$ cat src/vts_pkg.sv
// shared types and constants of the virtual-runtime task scheduler
// no dependencies; used by vruntime_task_scheduler_top
package vts_pkg;

	localparam int DEF_MAX_TASKS    = 16;
	localparam int DEF_MAX_CPUS     = 4;
	localparam int DEF_RUNTIME_BITS = 32;

	// weight of one tick, normalised to a single runtime unit
	localparam int TASK_WEIGHT = 1024;
	localparam int TICK_STEP   = TASK_WEIGHT / TASK_WEIGHT;

	localparam logic [7:0]  LAT_RESET    = 8'd4;
	localparam logic [2:0]  ONLINE_RESET = 3'd1;
	localparam logic [15:0] PID_RESET    = 16'd1;

	// configuration register indexes
	localparam logic CFG_LATENCY = 1'b0;
	localparam logic CFG_ONLINE  = 1'b1;

	// result status codes
	localparam logic [1:0] RS_OK       = 2'd0;
	localparam logic [1:0] RS_NO_SLOT  = 2'd1;
	localparam logic [1:0] RS_NO_ENTRY = 2'd2;

	typedef enum logic [1:0] {
		OP_CREATE = 2'd0,
		OP_TICK   = 2'd1,
		OP_YIELD  = 2'd2,
		OP_EXIT   = 2'd3
	} op_t;

	typedef enum logic [1:0] {
		ST_UNUSED   = 2'd0,
		ST_RUNNING  = 2'd1,
		ST_RUNNABLE = 2'd2,
		ST_DEAD     = 2'd3
	} slot_st_t;

	typedef enum logic [2:0] {
		S_IDLE,
		S_SCAN1,
		S_SCAN2,
		S_SW_PREV,
		S_SW_BEST,
		S_RESP
	} fsm_t;

	typedef struct packed {
		logic [1:0] op;
		logic [1:0] cpu_id;
		logic       entry_valid;
	} in_item_t;

	typedef struct packed {
		logic [1:0]  status;
		logic [3:0]  task_slot;
		logic        run_idle;
		logic [15:0] new_pid;
		logic        switched;
		logic        resched;
		logic [31:0] queue_min;
	} out_item_t;

endpackage

$ cat src/vruntime_task_scheduler_top.sv
// top level of the virtual-runtime task scheduler: task table memory, per-cpu run state
// depends on vts_pkg
//
// usage
//  - command channel: a transaction is taken at a rising edge with start high and busy low;
//    cmd carries op, cpu_id and entry_valid
//  - result channel: done is high for exactly one cycle with the result on result;
//    the receiver cannot stall, so each result must be taken in that cycle
//  - configuration: cfg_we writes cfg_wdata into register cfg_idx at the clock edge
//    (0 latency_ticks, 1 cpus_online); write only while busy is low
// timing
//  - the task table lives in one synchronous memory and is scanned one entry a cycle
//    through its single read port; that port sets the rate
//  - create and tick: one scan, then done strobes
//  - yield and exit: two scans plus up to two write-backs, then done strobes
//  - create without an entry point: no scan; done strobes after the response state
//  - busy is low in the cycle that done strobes, so a new command can follow at once
// reset
//  - arst_n clears all control and per-cpu state at once: slot 0 runs on cpu 0, other slots unused
//    (entries never written read as their reset value), no clearing pass
module vruntime_task_scheduler_top
	import vts_pkg::*;
#(
	parameter int MAX_TASKS    = DEF_MAX_TASKS,
	parameter int MAX_CPUS     = DEF_MAX_CPUS,
	parameter int RUNTIME_BITS = DEF_RUNTIME_BITS
) (
	input  logic      clk,
	input  logic      arst_n,
	input  logic      start,
	output logic      busy,
	input  in_item_t  cmd,
	output logic      done,
	output out_item_t result,
	input  logic      cfg_we,
	input  logic      cfg_idx,
	input  logic [7:0] cfg_wdata
);

	localparam int TW = $clog2(MAX_TASKS);
	localparam int CW = (MAX_CPUS > 1) ? $clog2(MAX_CPUS) : 1;
	localparam int LW = $clog2(MAX_TASKS + 1);
	localparam int RB = RUNTIME_BITS;
	localparam logic [TW:0] IDLE_MARK = (TW + 1)'(MAX_TASKS);

	typedef struct packed {
		slot_st_t      st;
		logic [CW-1:0] cpu;
		logic [RB-1:0] rt;
		logic [15:0]   pid;
	} entry_t;

	// saturating runtime add of one tick
	function automatic logic [RB-1:0] rt_inc(input logic [RB-1:0] v);
		logic [RB:0] s;
		s = {1'b0, v} + (RB + 1)'(TICK_STEP);
		return s[RB] ? {RB{1'b1}} : s[RB-1:0];
	endfunction

	function automatic entry_t reset_entry(input logic [TW-1:0] idx);
		entry_t e;
		e = '0;
		e.st = (idx == '0) ? ST_RUNNING : ST_UNUSED;
		return e;
	endfunction

	// cpu number folded into range by repeated subtraction
	function automatic logic [CW-1:0] cpu_wrap(input logic [1:0] id);
		logic [1:0] v;
		v = id;
		for (int i = 0; i < 4; i++) begin
			if (int'(v) >= MAX_CPUS) begin
				v = v - 2'(MAX_CPUS);
			end
		end
		return CW'(v);
	endfunction

	// control state
	fsm_t          state_q, state_d;
	op_t           op_q;
	logic [CW-1:0] c_q;
	logic [TW:0]   cur_q;
	logic [TW:0]   scan_cnt_q;
	logic          rvalid_s1;
	logic [TW-1:0] ridx_s1;
	logic [MAX_TASKS-1:0] written_q;
	logic [TW:0]   cpu_current_q [MAX_CPUS];
	logic [LW-1:0] cpu_load_q    [MAX_CPUS];
	logic [RB-1:0] cpu_min_q     [MAX_CPUS];
	logic [RB-1:0] idle_rt_q     [MAX_CPUS];
	logic [MAX_CPUS-1:0] resched_q;
	logic [15:0]   pid_q;
	logic [7:0]    lat_q;
	logic [2:0]    online_q;
	logic          done_q;

	// task table memory and scan payload
	entry_t        mem [MAX_TASKS];
	entry_t        rdata_s1;
	logic          rvld_s1;
	logic          found_q, free_found_q;
	logic [1:0]    cnt_q;
	logic [RB-1:0] min_q;
	logic [TW-1:0] best_q, free_q;
	entry_t        best_ent_q, cur_ent_q;
	logic [1:0]    st_q;
	logic          sw_q;
	out_item_t     result_q;

	// combinational
	logic          rd_en, scan_end, scanning;
	logic          mem_we;
	logic [TW-1:0] mem_waddr;
	entry_t        mem_wdata;
	entry_t        ent_eff;
	logic          ent_runnable, ent_free;
	logic          go_scan1, go_scan2;
	logic [CW-1:0] cmd_cpu;
	logic [CW-1:0] place_cpu;
	logic [3:0]    onl;
	logic [TW:0]   best_sel;
	logic          yld_wr;
	logic [RB-1:0] yield_rt;
	logic [RB-1:0] idle_next, vr, min_new;
	logic          cur_valid;
	logic [TW:0]   cur_now;

	assign cmd_cpu   = cpu_wrap(cmd.cpu_id);
	assign busy      = (state_q != S_IDLE);
	assign done      = done_q;
	assign result    = result_q;
	assign scanning  = (state_q == S_SCAN1) || (state_q == S_SCAN2);
	assign rd_en     = scanning && (scan_cnt_q < (TW + 1)'(MAX_TASKS));
	assign scan_end  = scanning && (scan_cnt_q == (TW + 1)'(MAX_TASKS)) && !rvalid_s1;
	assign cur_valid = (cur_q < IDLE_MARK);
	assign best_sel  = found_q ? {1'b0, best_q} : IDLE_MARK;
	assign yld_wr    = (op_q == OP_YIELD) && (cnt_q == 2'd2) && cur_valid;
	assign yield_rt  = (cur_ent_q.rt <= min_q) ? rt_inc(min_q) : rt_inc(cur_ent_q.rt);
	assign idle_next = rt_inc(idle_rt_q[c_q]);
	assign vr        = cur_valid ? cur_ent_q.rt : idle_next;
	assign min_new   = found_q ? min_q : '0;
	assign cur_now   = cpu_current_q[c_q];

	assign go_scan1 = (state_q == S_IDLE) && start &&
	                  !((op_t'(cmd.op) == OP_CREATE) && !cmd.entry_valid);
	assign go_scan2 = (state_q == S_SCAN1) && scan_end &&
	                  ((op_q == OP_YIELD) || (op_q == OP_EXIT));

	// entry as seen by the scan, with the tick applied to the running task
	always_comb begin
		ent_eff = rvld_s1 ? rdata_s1 : reset_entry(ridx_s1);
		if (state_q == S_SCAN1 && op_q == OP_TICK && {1'b0, ridx_s1} == cur_q) begin
			ent_eff.rt = rt_inc(ent_eff.rt);
		end
		ent_runnable = (ent_eff.cpu == c_q) &&
		               (ent_eff.st == ST_RUNNING || ent_eff.st == ST_RUNNABLE);
		ent_free     = (ent_eff.st == ST_UNUSED) || (ent_eff.st == ST_DEAD);
	end

	// least-loaded online cpu, ties to the caller then the lowest index
	always_comb begin
		onl = {1'b0, online_q};
		if (onl == 4'd0) begin
			onl = 4'd1;
		end
		if (int'(onl) > MAX_CPUS) begin
			onl = 4'(MAX_CPUS);
		end
		place_cpu = c_q;
		for (int k = 0; k < MAX_CPUS; k++) begin
			if (k < int'(onl) && cpu_load_q[k] < cpu_load_q[place_cpu]) begin
				place_cpu = CW'(k);
			end
		end
	end

	// next state and memory write port
	always_comb begin
		state_d   = state_q;
		mem_we    = 1'b0;
		mem_waddr = cur_q[TW-1:0];
		mem_wdata = cur_ent_q;
		case (state_q)
			S_IDLE: begin
				if (start) begin
					state_d = go_scan1 ? S_SCAN1 : S_RESP;
				end
			end
			S_SCAN1: begin
				if (scan_end) begin
					state_d = go_scan2 ? S_SCAN2 : S_RESP;
					case (op_q)
						OP_CREATE: begin
							mem_we    = free_found_q;
							mem_waddr = free_q;
							mem_wdata.st  = ST_RUNNABLE;
							mem_wdata.cpu = place_cpu;
							mem_wdata.rt  = '0;
							mem_wdata.pid = pid_q;
						end
						OP_TICK: begin
							mem_we = cur_valid;
						end
						OP_YIELD: begin
							mem_we       = yld_wr;
							mem_wdata.rt = yield_rt;
						end
						OP_EXIT: begin
							mem_we       = cur_valid;
							mem_wdata.st = ST_DEAD;
						end
						default: begin
							mem_we = 1'b0;
						end
					endcase
				end
			end
			S_SCAN2: begin
				if (scan_end) begin
					if (best_sel == cur_q) begin
						state_d = S_RESP;
					end else if (cur_valid && cur_ent_q.st == ST_RUNNING) begin
						state_d = S_SW_PREV;
					end else if (found_q) begin
						state_d = S_SW_BEST;
					end else begin
						state_d = S_RESP;
					end
				end
			end
			S_SW_PREV: begin
				mem_we       = 1'b1;
				mem_wdata.st = ST_RUNNABLE;
				state_d      = found_q ? S_SW_BEST : S_RESP;
			end
			S_SW_BEST: begin
				mem_we       = 1'b1;
				mem_waddr    = best_q;
				mem_wdata    = best_ent_q;
				mem_wdata.st = ST_RUNNING;
				state_d      = S_RESP;
			end
			S_RESP: begin
				state_d = S_IDLE;
			end
			default: begin
				state_d = S_IDLE;
			end
		endcase
	end

	always_ff @(posedge clk or negedge arst_n) begin
		if (!arst_n) begin
			state_q <= S_IDLE;
		end else begin
			state_q <= state_d;
		end
	end

	// task table: one read and one write port, read data registered
	always_ff @(posedge clk) begin
		if (mem_we) begin
			mem[mem_waddr] <= mem_wdata;
		end
		if (rd_en) begin
			rdata_s1 <= mem[scan_cnt_q[TW-1:0]];
			rvld_s1  <= written_q[scan_cnt_q[TW-1:0]];
		end
	end

	// control and per-cpu state
	always_ff @(posedge clk or negedge arst_n) begin
		if (!arst_n) begin
			op_q       <= OP_CREATE;
			c_q        <= '0;
			cur_q      <= '0;
			scan_cnt_q <= '0;
			rvalid_s1  <= 1'b0;
			ridx_s1    <= '0;
			written_q  <= '0;
			resched_q  <= '0;
			pid_q      <= PID_RESET;
			lat_q      <= LAT_RESET;
			online_q   <= ONLINE_RESET;
			done_q     <= 1'b0;
			for (int i = 0; i < MAX_CPUS; i++) begin
				cpu_current_q[i] <= (i == 0) ? '0 : IDLE_MARK;
				cpu_load_q[i]    <= (i == 0) ? LW'(1) : '0;
				cpu_min_q[i]     <= '0;
				idle_rt_q[i]     <= '0;
			end
		end else begin
			done_q    <= (state_q == S_RESP);
			rvalid_s1 <= rd_en;
			if (rd_en) begin
				ridx_s1    <= scan_cnt_q[TW-1:0];
				scan_cnt_q <= scan_cnt_q + 1'b1;
			end
			if (go_scan1 || go_scan2) begin
				scan_cnt_q <= '0;
			end
			if (mem_we) begin
				written_q[mem_waddr] <= 1'b1;
			end
			if (cfg_we) begin
				if (cfg_idx == CFG_LATENCY) begin
					lat_q <= cfg_wdata;
				end else begin
					online_q <= cfg_wdata[2:0];
				end
			end
			if (state_q == S_IDLE && start) begin
				op_q  <= op_t'(cmd.op);
				c_q   <= cmd_cpu;
				cur_q <= cpu_current_q[cmd_cpu];
			end
			if (state_q == S_SCAN1 && scan_end) begin
				case (op_q)
					OP_CREATE: begin
						if (free_found_q) begin
							cpu_load_q[place_cpu] <= cpu_load_q[place_cpu] + 1'b1;
							resched_q[place_cpu]  <= 1'b1;
							pid_q                 <= pid_q + 16'd1;
						end
					end
					OP_TICK: begin
						if (!cur_valid) begin
							idle_rt_q[c_q] <= idle_next;
						end
						cpu_min_q[c_q] <= min_new;
						if (cnt_q == 2'd2 && vr >= min_new && (vr - min_new) >= RB'(lat_q)) begin
							resched_q[c_q] <= 1'b1;
						end
					end
					OP_YIELD: begin
						resched_q[c_q] <= 1'b1;
					end
					OP_EXIT: begin
						if (cur_valid && cpu_load_q[c_q] != '0) begin
							cpu_load_q[c_q] <= cpu_load_q[c_q] - 1'b1;
						end
					end
					default: begin
						resched_q[c_q] <= resched_q[c_q];
					end
				endcase
			end
			if (state_q == S_SCAN2 && scan_end) begin
				cpu_min_q[c_q]     <= min_new;
				resched_q[c_q]     <= 1'b0;
				cpu_current_q[c_q] <= best_sel;
			end
		end
	end

	// scan accumulators and result payload
	always_ff @(posedge clk) begin
		if (go_scan1 || go_scan2) begin
			found_q      <= 1'b0;
			free_found_q <= 1'b0;
			cnt_q        <= '0;
		end else if (rvalid_s1) begin
			if (ent_runnable) begin
				if (cnt_q != 2'd2) begin
					cnt_q <= cnt_q + 2'd1;
				end
				if (!found_q || ent_eff.rt < min_q) begin
					found_q    <= 1'b1;
					min_q      <= ent_eff.rt;
					best_q     <= ridx_s1;
					best_ent_q <= ent_eff;
				end
			end
			if (ent_free && !free_found_q) begin
				free_found_q <= 1'b1;
				free_q       <= ridx_s1;
			end
			if (state_q == S_SCAN1 && {1'b0, ridx_s1} == cur_q) begin
				cur_ent_q <= ent_eff;
			end
		end
		if (state_q == S_IDLE && start) begin
			st_q <= (op_t'(cmd.op) == OP_CREATE && !cmd.entry_valid) ? RS_NO_ENTRY : RS_OK;
			sw_q <= 1'b0;
		end
		if (state_q == S_SCAN1 && scan_end) begin
			if (op_q == OP_CREATE && !free_found_q) begin
				st_q <= RS_NO_SLOT;
			end
			if (yld_wr) begin
				cur_ent_q.rt <= yield_rt;
			end
			if (op_q == OP_EXIT && cur_valid) begin
				cur_ent_q.st <= ST_DEAD;
			end
		end
		if (state_q == S_SCAN2 && scan_end) begin
			sw_q <= (best_sel != cur_q);
		end
		if (state_q == S_RESP) begin
			result_q.status   <= st_q;
			result_q.run_idle <= (cur_now >= IDLE_MARK);
			result_q.switched <= sw_q;
			result_q.resched  <= resched_q[c_q];
			result_q.queue_min <= 32'(cpu_min_q[c_q]);
			if (op_q == OP_CREATE) begin
				result_q.task_slot <= (st_q == RS_OK) ? 4'(free_q) : 4'd0;
				result_q.new_pid   <= (st_q == RS_OK) ? pid_q - 16'd1 : 16'd0;
			end else begin
				result_q.task_slot <= (cur_now < IDLE_MARK) ? 4'(cur_now) : 4'd0;
				result_q.new_pid   <= 16'd0;
			end
		end
	end

	// checks
	a_no_rw_overlap: assert property (@(posedge clk) disable iff (!arst_n)
		!(rd_en && mem_we))
		else $error("task table read and write in the same cycle");

	a_scan_bound: assert property (@(posedge clk) disable iff (!arst_n)
		scan_cnt_q <= (TW + 1)'(MAX_TASKS))
		else $error("scan counter beyond table");

	a_no_early_done: assert property (@(posedge clk) disable iff (!arst_n)
		(start && !busy) |=> !done)
		else $error("result strobed in the cycle after acceptance");

	a_switch_ok: assert property (@(posedge clk) disable iff (!arst_n)
		(done && result.switched) |-> (result.status == RS_OK))
		else $error("switch reported with a failing status");

endmodule

$ cat config.mk
export PLATFORM = sky130hd
export DESIGN_NAME = vruntime_task_scheduler_top
export DESIGN_NICKNAME = d
export VERILOG_FILES = /design/src/vts_pkg.sv /design/src/vruntime_task_scheduler_top.sv
export SDC_FILE = /design/constraint.sdc
export NUM_CORES = 2
export LEC_CHECK = 0
export BUFFER_PORTS_ARGS = -buffer_cell sky130_fd_sc_hd__buf_2
export CAP_MARGIN = 20
export CORE_MARGIN = 10
export CORE_UTILIZATION = 45
export DETAILED_ROUTE_END_ITERATION = 10
export PLACE_DENSITY = 0.72
export SYNTH_ARGS = -nofsm -noshare
export SYNTH_HDL_FRONTEND = slang
export SYNTH_SLANG_ARGS = --single-unit
$ cat constraint.sdc
create_clock -name clk -period 12.35 [get_ports clk]
set_input_delay 0 -clock clk [delete_from_list [all_inputs] [get_ports clk]]
set_output_delay 0 -clock clk [all_outputs]
set_load 0.1 [all_outputs]
==> results by stage <==
STA:
- Measured against its own limit, the worst slew margin works out to 0.332.
- The hold slack is roughly 88 ps.
- Of the available clock period, the critical path in the final layout requires 0.873.
- The clock period minus worst slack is 10780 ps.
- The setup-violating endpoint count in the final report is 0.
- The final worst clock skew is roughly 80 ps.
- The total negative setup slack is 0 ps.
- Setup repair after global routing left no endpoint under its margin.
- Timing would allow up to 92.7 MHz.
- The pin slew with the least headroom to its limit is 1000 ps.
- The number of max-slew violations in the final report is 0.
- The number of hold-slack violations in the final timing report is 0.

GRT:
- Global routing finished with a remaining overflow of 0.
- The all-layer global routing usage is 0.208.
- The global-route wire length before repair is ~210000 µm.
- The maximum number of pins on one net before global-route repair is 83.
- The number of global-route vias before repair is ~35000.
- The number of antenna violations at the first check in global routing is 1.

Synthesis:
- In this run, distinct cell masters in the synthesized netlist total 100.
- Yosys attributes the largest share of cell area to sky130_fd_sc_hd__edfxtp_1 40%, sky130_fd_sc_hd__dfrtp_1 17%, sky130_fd_sc_hd__mux4_2 11%, sky130_fd_sc_hd__nand2_1 3.3%, sky130_fd_sc_hd__ha_1 3.2%.
- The mapped netlist covers 53100 µm².
- Among all flip-flop cells after synthesis, the most frequent one is sky130_fd_sc_hd__edfxtp_1.
- The commonest cells after synthesis are 715 x sky130_fd_sc_hd__edfxtp_1, 469 x sky130_fd_sc_hd__nand2_1, 359 x sky130_fd_sc_hd__dfrtp_1, 321 x sky130_fd_sc_hd__o21ai_0, 289 x sky130_fd_sc_hd__nor2_1.
- sky130_fd_sc_hd__edfxtp_1 takes more of the synthesized area than any other cell.
- The post-synthesis sequential element count is 1121.
- Averaged over all synthesized cells, the footprint is approximately 13 µm².
- The number of nets handed over by synthesis was 4252.
- The count of synthesis-stage warnings from yosys is 0.
- Of the post-synthesis cell area, the dominant cell type holds 0.404.
- The cell count after synthesis is 4099.
- Of the synthesized area, sequential elements account for 0.592.
- The most common cell in the netlist is sky130_fd_sc_hd__edfxtp_1.
- Of all flip-flops after synthesis, the portion carrying an async set or reset was 0.326.
- The number of enable flip-flop cells after synthesis is approximately 700.

Clock network:
- Counting every sink on the clock net gives 1121.
- The maximum clock insertion buffer count is 3.
- The H-tree generated during clock tree synthesis spans 3 levels.
- TritonCTS built the clock tree.
- After clock tree synthesis, the clock-pin slew on the worst setup and hold paths is ~60 ps.
- The TritonCTS buffer count is 111.
- Clock latency on the worst-skew pair, taken at its later pin, is 760 ps.
- Post-CTS timing repair inserted 0 buffers for setup.
- The root cell of the clock tree is sky130_fd_sc_hd__clkbuf_16.
- In this run, post-CTS repair resized a total of 0 instances.

Outcome:
- The run finished with clean final reports.

Worst setup path:
- The largest individual stage delay along the critical path comes from the cell sky130_fd_sc_hd__dfrtp_4.
- The start point of the critical path is c_q[0]$_DFFE_PN0P_.
- In this run the worst path has a maximum fanout of 15.
- STA puts the critical path data arrival time at 11430 ps.
- The worst register-to-register path begins at c_q[0]$_DFFE_PN0P_.
- The startpoint type of the worst setup path is a register.
- In this design, the largest share of critical-path delay is due to compound AO/OA/AOI/OAI gates.
- The type of the worst setup path is reg2reg.
- The critical path endpoint category is a register.
- For the worst setup path, the data required time is 12990 ps.
- The number of buffers and inverters on the critical path is 3.
- The largest single stage delay on the critical path is roughly 620 ps.
- The cell with the most instances on the worst path is sky130_fd_sc_hd__o21ai_0.

Drt:
- The initial detailed-routing violation count is ~3800.
- The detailed router put a total of 56600 µm of wire on met1.
- In the routed design, unresolved DRC markers number 0.
- The final layout contains routed wiring with a total length of between 100000 and 150000 µm.
- The detail route stage leaves a number of antenna-violating nets equal to 0.
- The number of iterations in the first detailed-routing pass is 5.
- In the final routed layout, each cell accounts on average for 23.9 µm.
- After detailed routing, the met2 layer carries 66600 µm of wire.
- For this block, the via count after detailed routing is 34800.
- The met3 wire length is 10700 µm.
- The mean number of vias per cell is 5.99.
- After detailed routing, no signal wire sits above met4.

Hold path:
- The path category of the worst min-delay check is in2reg.
- The startpoint identified for the worst hold timing path is cfg_wdata[1].

Floorplanning:
- The area of the placeable core is 117000 µm².
- The die is 364 µm wide.
- From bottom edge to top edge, the die measures 364 µm.
- The total die area is 132000 µm².
- Row generation in the floorplan step produced 125 rows.
- The initial utilization of the core area, before any placement, comes to 0.455.
- During I/O placement, the number of pins put on the boundary was between 70 and 80.

Pwr:
- IR analysis of the VDD net gives a maximum drop of 156 µV.
- The power density over the cells is 243 nW/µm².
- The leakage component of the power is 22.6 nW.

Final layout:
- The post-layout net count is between 4000 and 5000.
- The area growth from synthesis to layout is 12.3%.
- The final-layout fill cell count is 9765.
- Of the cells placed in the final design, the portion with a size suffix greater than 1 is 0.170.
- The repair_antennas step left the layout with diodes totalling 0.
- For this run, the share of the core covered by cells in the final layout is 0.511.

Placed design:
- Summed over all nets, the half-perimeter wirelength after detailed placement is 86200 µm.
- The number of buffers added on ports is 76.
- The last weighted congestion value of the routability-driven placer is ~0.90.

Flow run:
- The max-cap check violation count is 0.
-- path summary, 6_finish.rpt --
check	cells after the start	slack (ps)	endpoint
max in group asynchronous	4	10820	scan_cnt_q[0]$_DFFE_PN0P_
hold reg to reg	0	420	result[33]$_DFFE_PP_
setup / recovery	40	1570	cpu_load_q[2]$_DFFE_PN0P_
hold / removal	3	90	online_q[1]$_DFFE_PN0P_
setup reg to reg	40	1570	cpu_load_q[2]$_DFFE_PN0P_
min in group asynchronous	3	410	cpu_load_q[15]$_DFFE_PN1P_
-- sequential cells by signal (all words and copies together), names as in the netlist, 3 cells and up --
register,cells
idle_rt_q,128
resched_q,4
cpu_load_q,20
best_q,4
pid_q,16
cpu_min_q,128
state_q,3
cur_ent_q,36
scan_cnt_q,5
ridx_s1,4
lat_q,8
written_q,16
cpu_current_q,20
free_q,4
online_q,3
result,57
cur_q,5
rdata_s1,36
mem,576
best_ent_q,34
-- cells in the final DEF (no fill, tap or decap), types with 75 or more instances in the layout --
| master | netlist | final |
|---|---|---|
| sky130_fd_sc_hd__o21ai_0 | 321 | 312 |
| sky130_fd_sc_hd__nor2_1 | 289 | 270 |
| sky130_fd_sc_hd__mux4_2 | 264 | 264 |
| sky130_fd_sc_hd__ha_1 | 134 | 134 |
| sky130_fd_sc_hd__dfrtp_1 | 359 | 352 |
| sky130_fd_sc_hd__a21oi_1 | 236 | 236 |
| sky130_fd_sc_hd__inv_1 | 101 | 101 |
| sky130_fd_sc_hd__xnor2_1 | 98 | 98 |
| sky130_fd_sc_hd__clkbuf_16 | 0 | 116 |
| sky130_fd_sc_hd__nand2_1 | 469 | 465 |
| sky130_fd_sc_hd__buf_4 | 5 | 89 |
| sky130_fd_sc_hd__edfxtp_1 | 715 | 715 |
| sky130_fd_sc_hd__nand3_1 | 86 | 86 |
| sky130_fd_sc_hd__buf_2 | 14 | 75 |
-- cells by family (layout without fill, tap and decap cells) --
logic type	after synthesis	in the layout	share of synthesized area
and+or+nand+nor	1136	1136	0.0972
DFF	1121	1121	0.592
AOI/OAI and AO/OA	851	851	0.0961
muxes	360	360	0.131
buffers and inverters	338	518	0.0257
xor gates and xnor gates	158	158	0.0262
adders and majority gates	135	135	0.0319
-- per-layer routing --
metal | up-vias | global-route usage
li1 | 15500 | -
met3 | 287 | 0.0309
met2 | 1506 | 0.340
met1 | 17400 | 0.280
met5 | - | 0
met4 | 0 | 0.0824
-- through the flow --
stage          worst slack [ps]  std cells  power [mW]  instance area (µm²)
2_1_floorplan              2660       4099        9.35                53100
3_3_place_gp               1710       5554        10.9                55300
3_5_place_dp               1600       5554        10.9                55300
4_1_cts                    1610       5799        14.5                59600
5_1_grt                     585       5803        15.3                59600
6_report                   1570       5803        14.5                59600
-- power breakdown --
group	switching [mW]	internal [mW]	leakage, nW	total (mW)
sequential	0.385	4.71	12.0	5.10
combinational	3.72	2.17	8.67	5.88
clock	1.48	2.03	1.87	3.51
total	5.58	8.91	22.6	14.5
-- what timing repair did --
item,4_1_cts,5_1_grt
endpoints found under the setup margin,0,0
hold endpoints to repair,100,0
hold buffers,40,0
-- worst register-to-register path, delay by kind of cell (launching register included) --
kind | cells | cell delay, ps
AOI/OAI and AO/OA | 19 | 4470
and+or+nand+nor | 10 | 2600
adders and majority gates | 5 | 1340
muxes | 2 | 950
DFF | 1 | 620
buffers and inverters | 3 | 420
xor gates and xnor gates | 1 | 280
-- cell type report --
class | instances | area, µm² | share of cell area
well taps | 1524 | 1910 | 0.0320
flip-flops and latches | 1121 | 31500 | 0.528
multi-input cells | 2640 | 20500 | 0.344
repair buffers | 209 | 1530 | 0.0257
clock inverters | 54 | 709 | 0.0119
clock buffers | 151 | 3140 | 0.0527
inverters | 104 | 390 | 0.00655
Power figures use the tool's default switching activity.
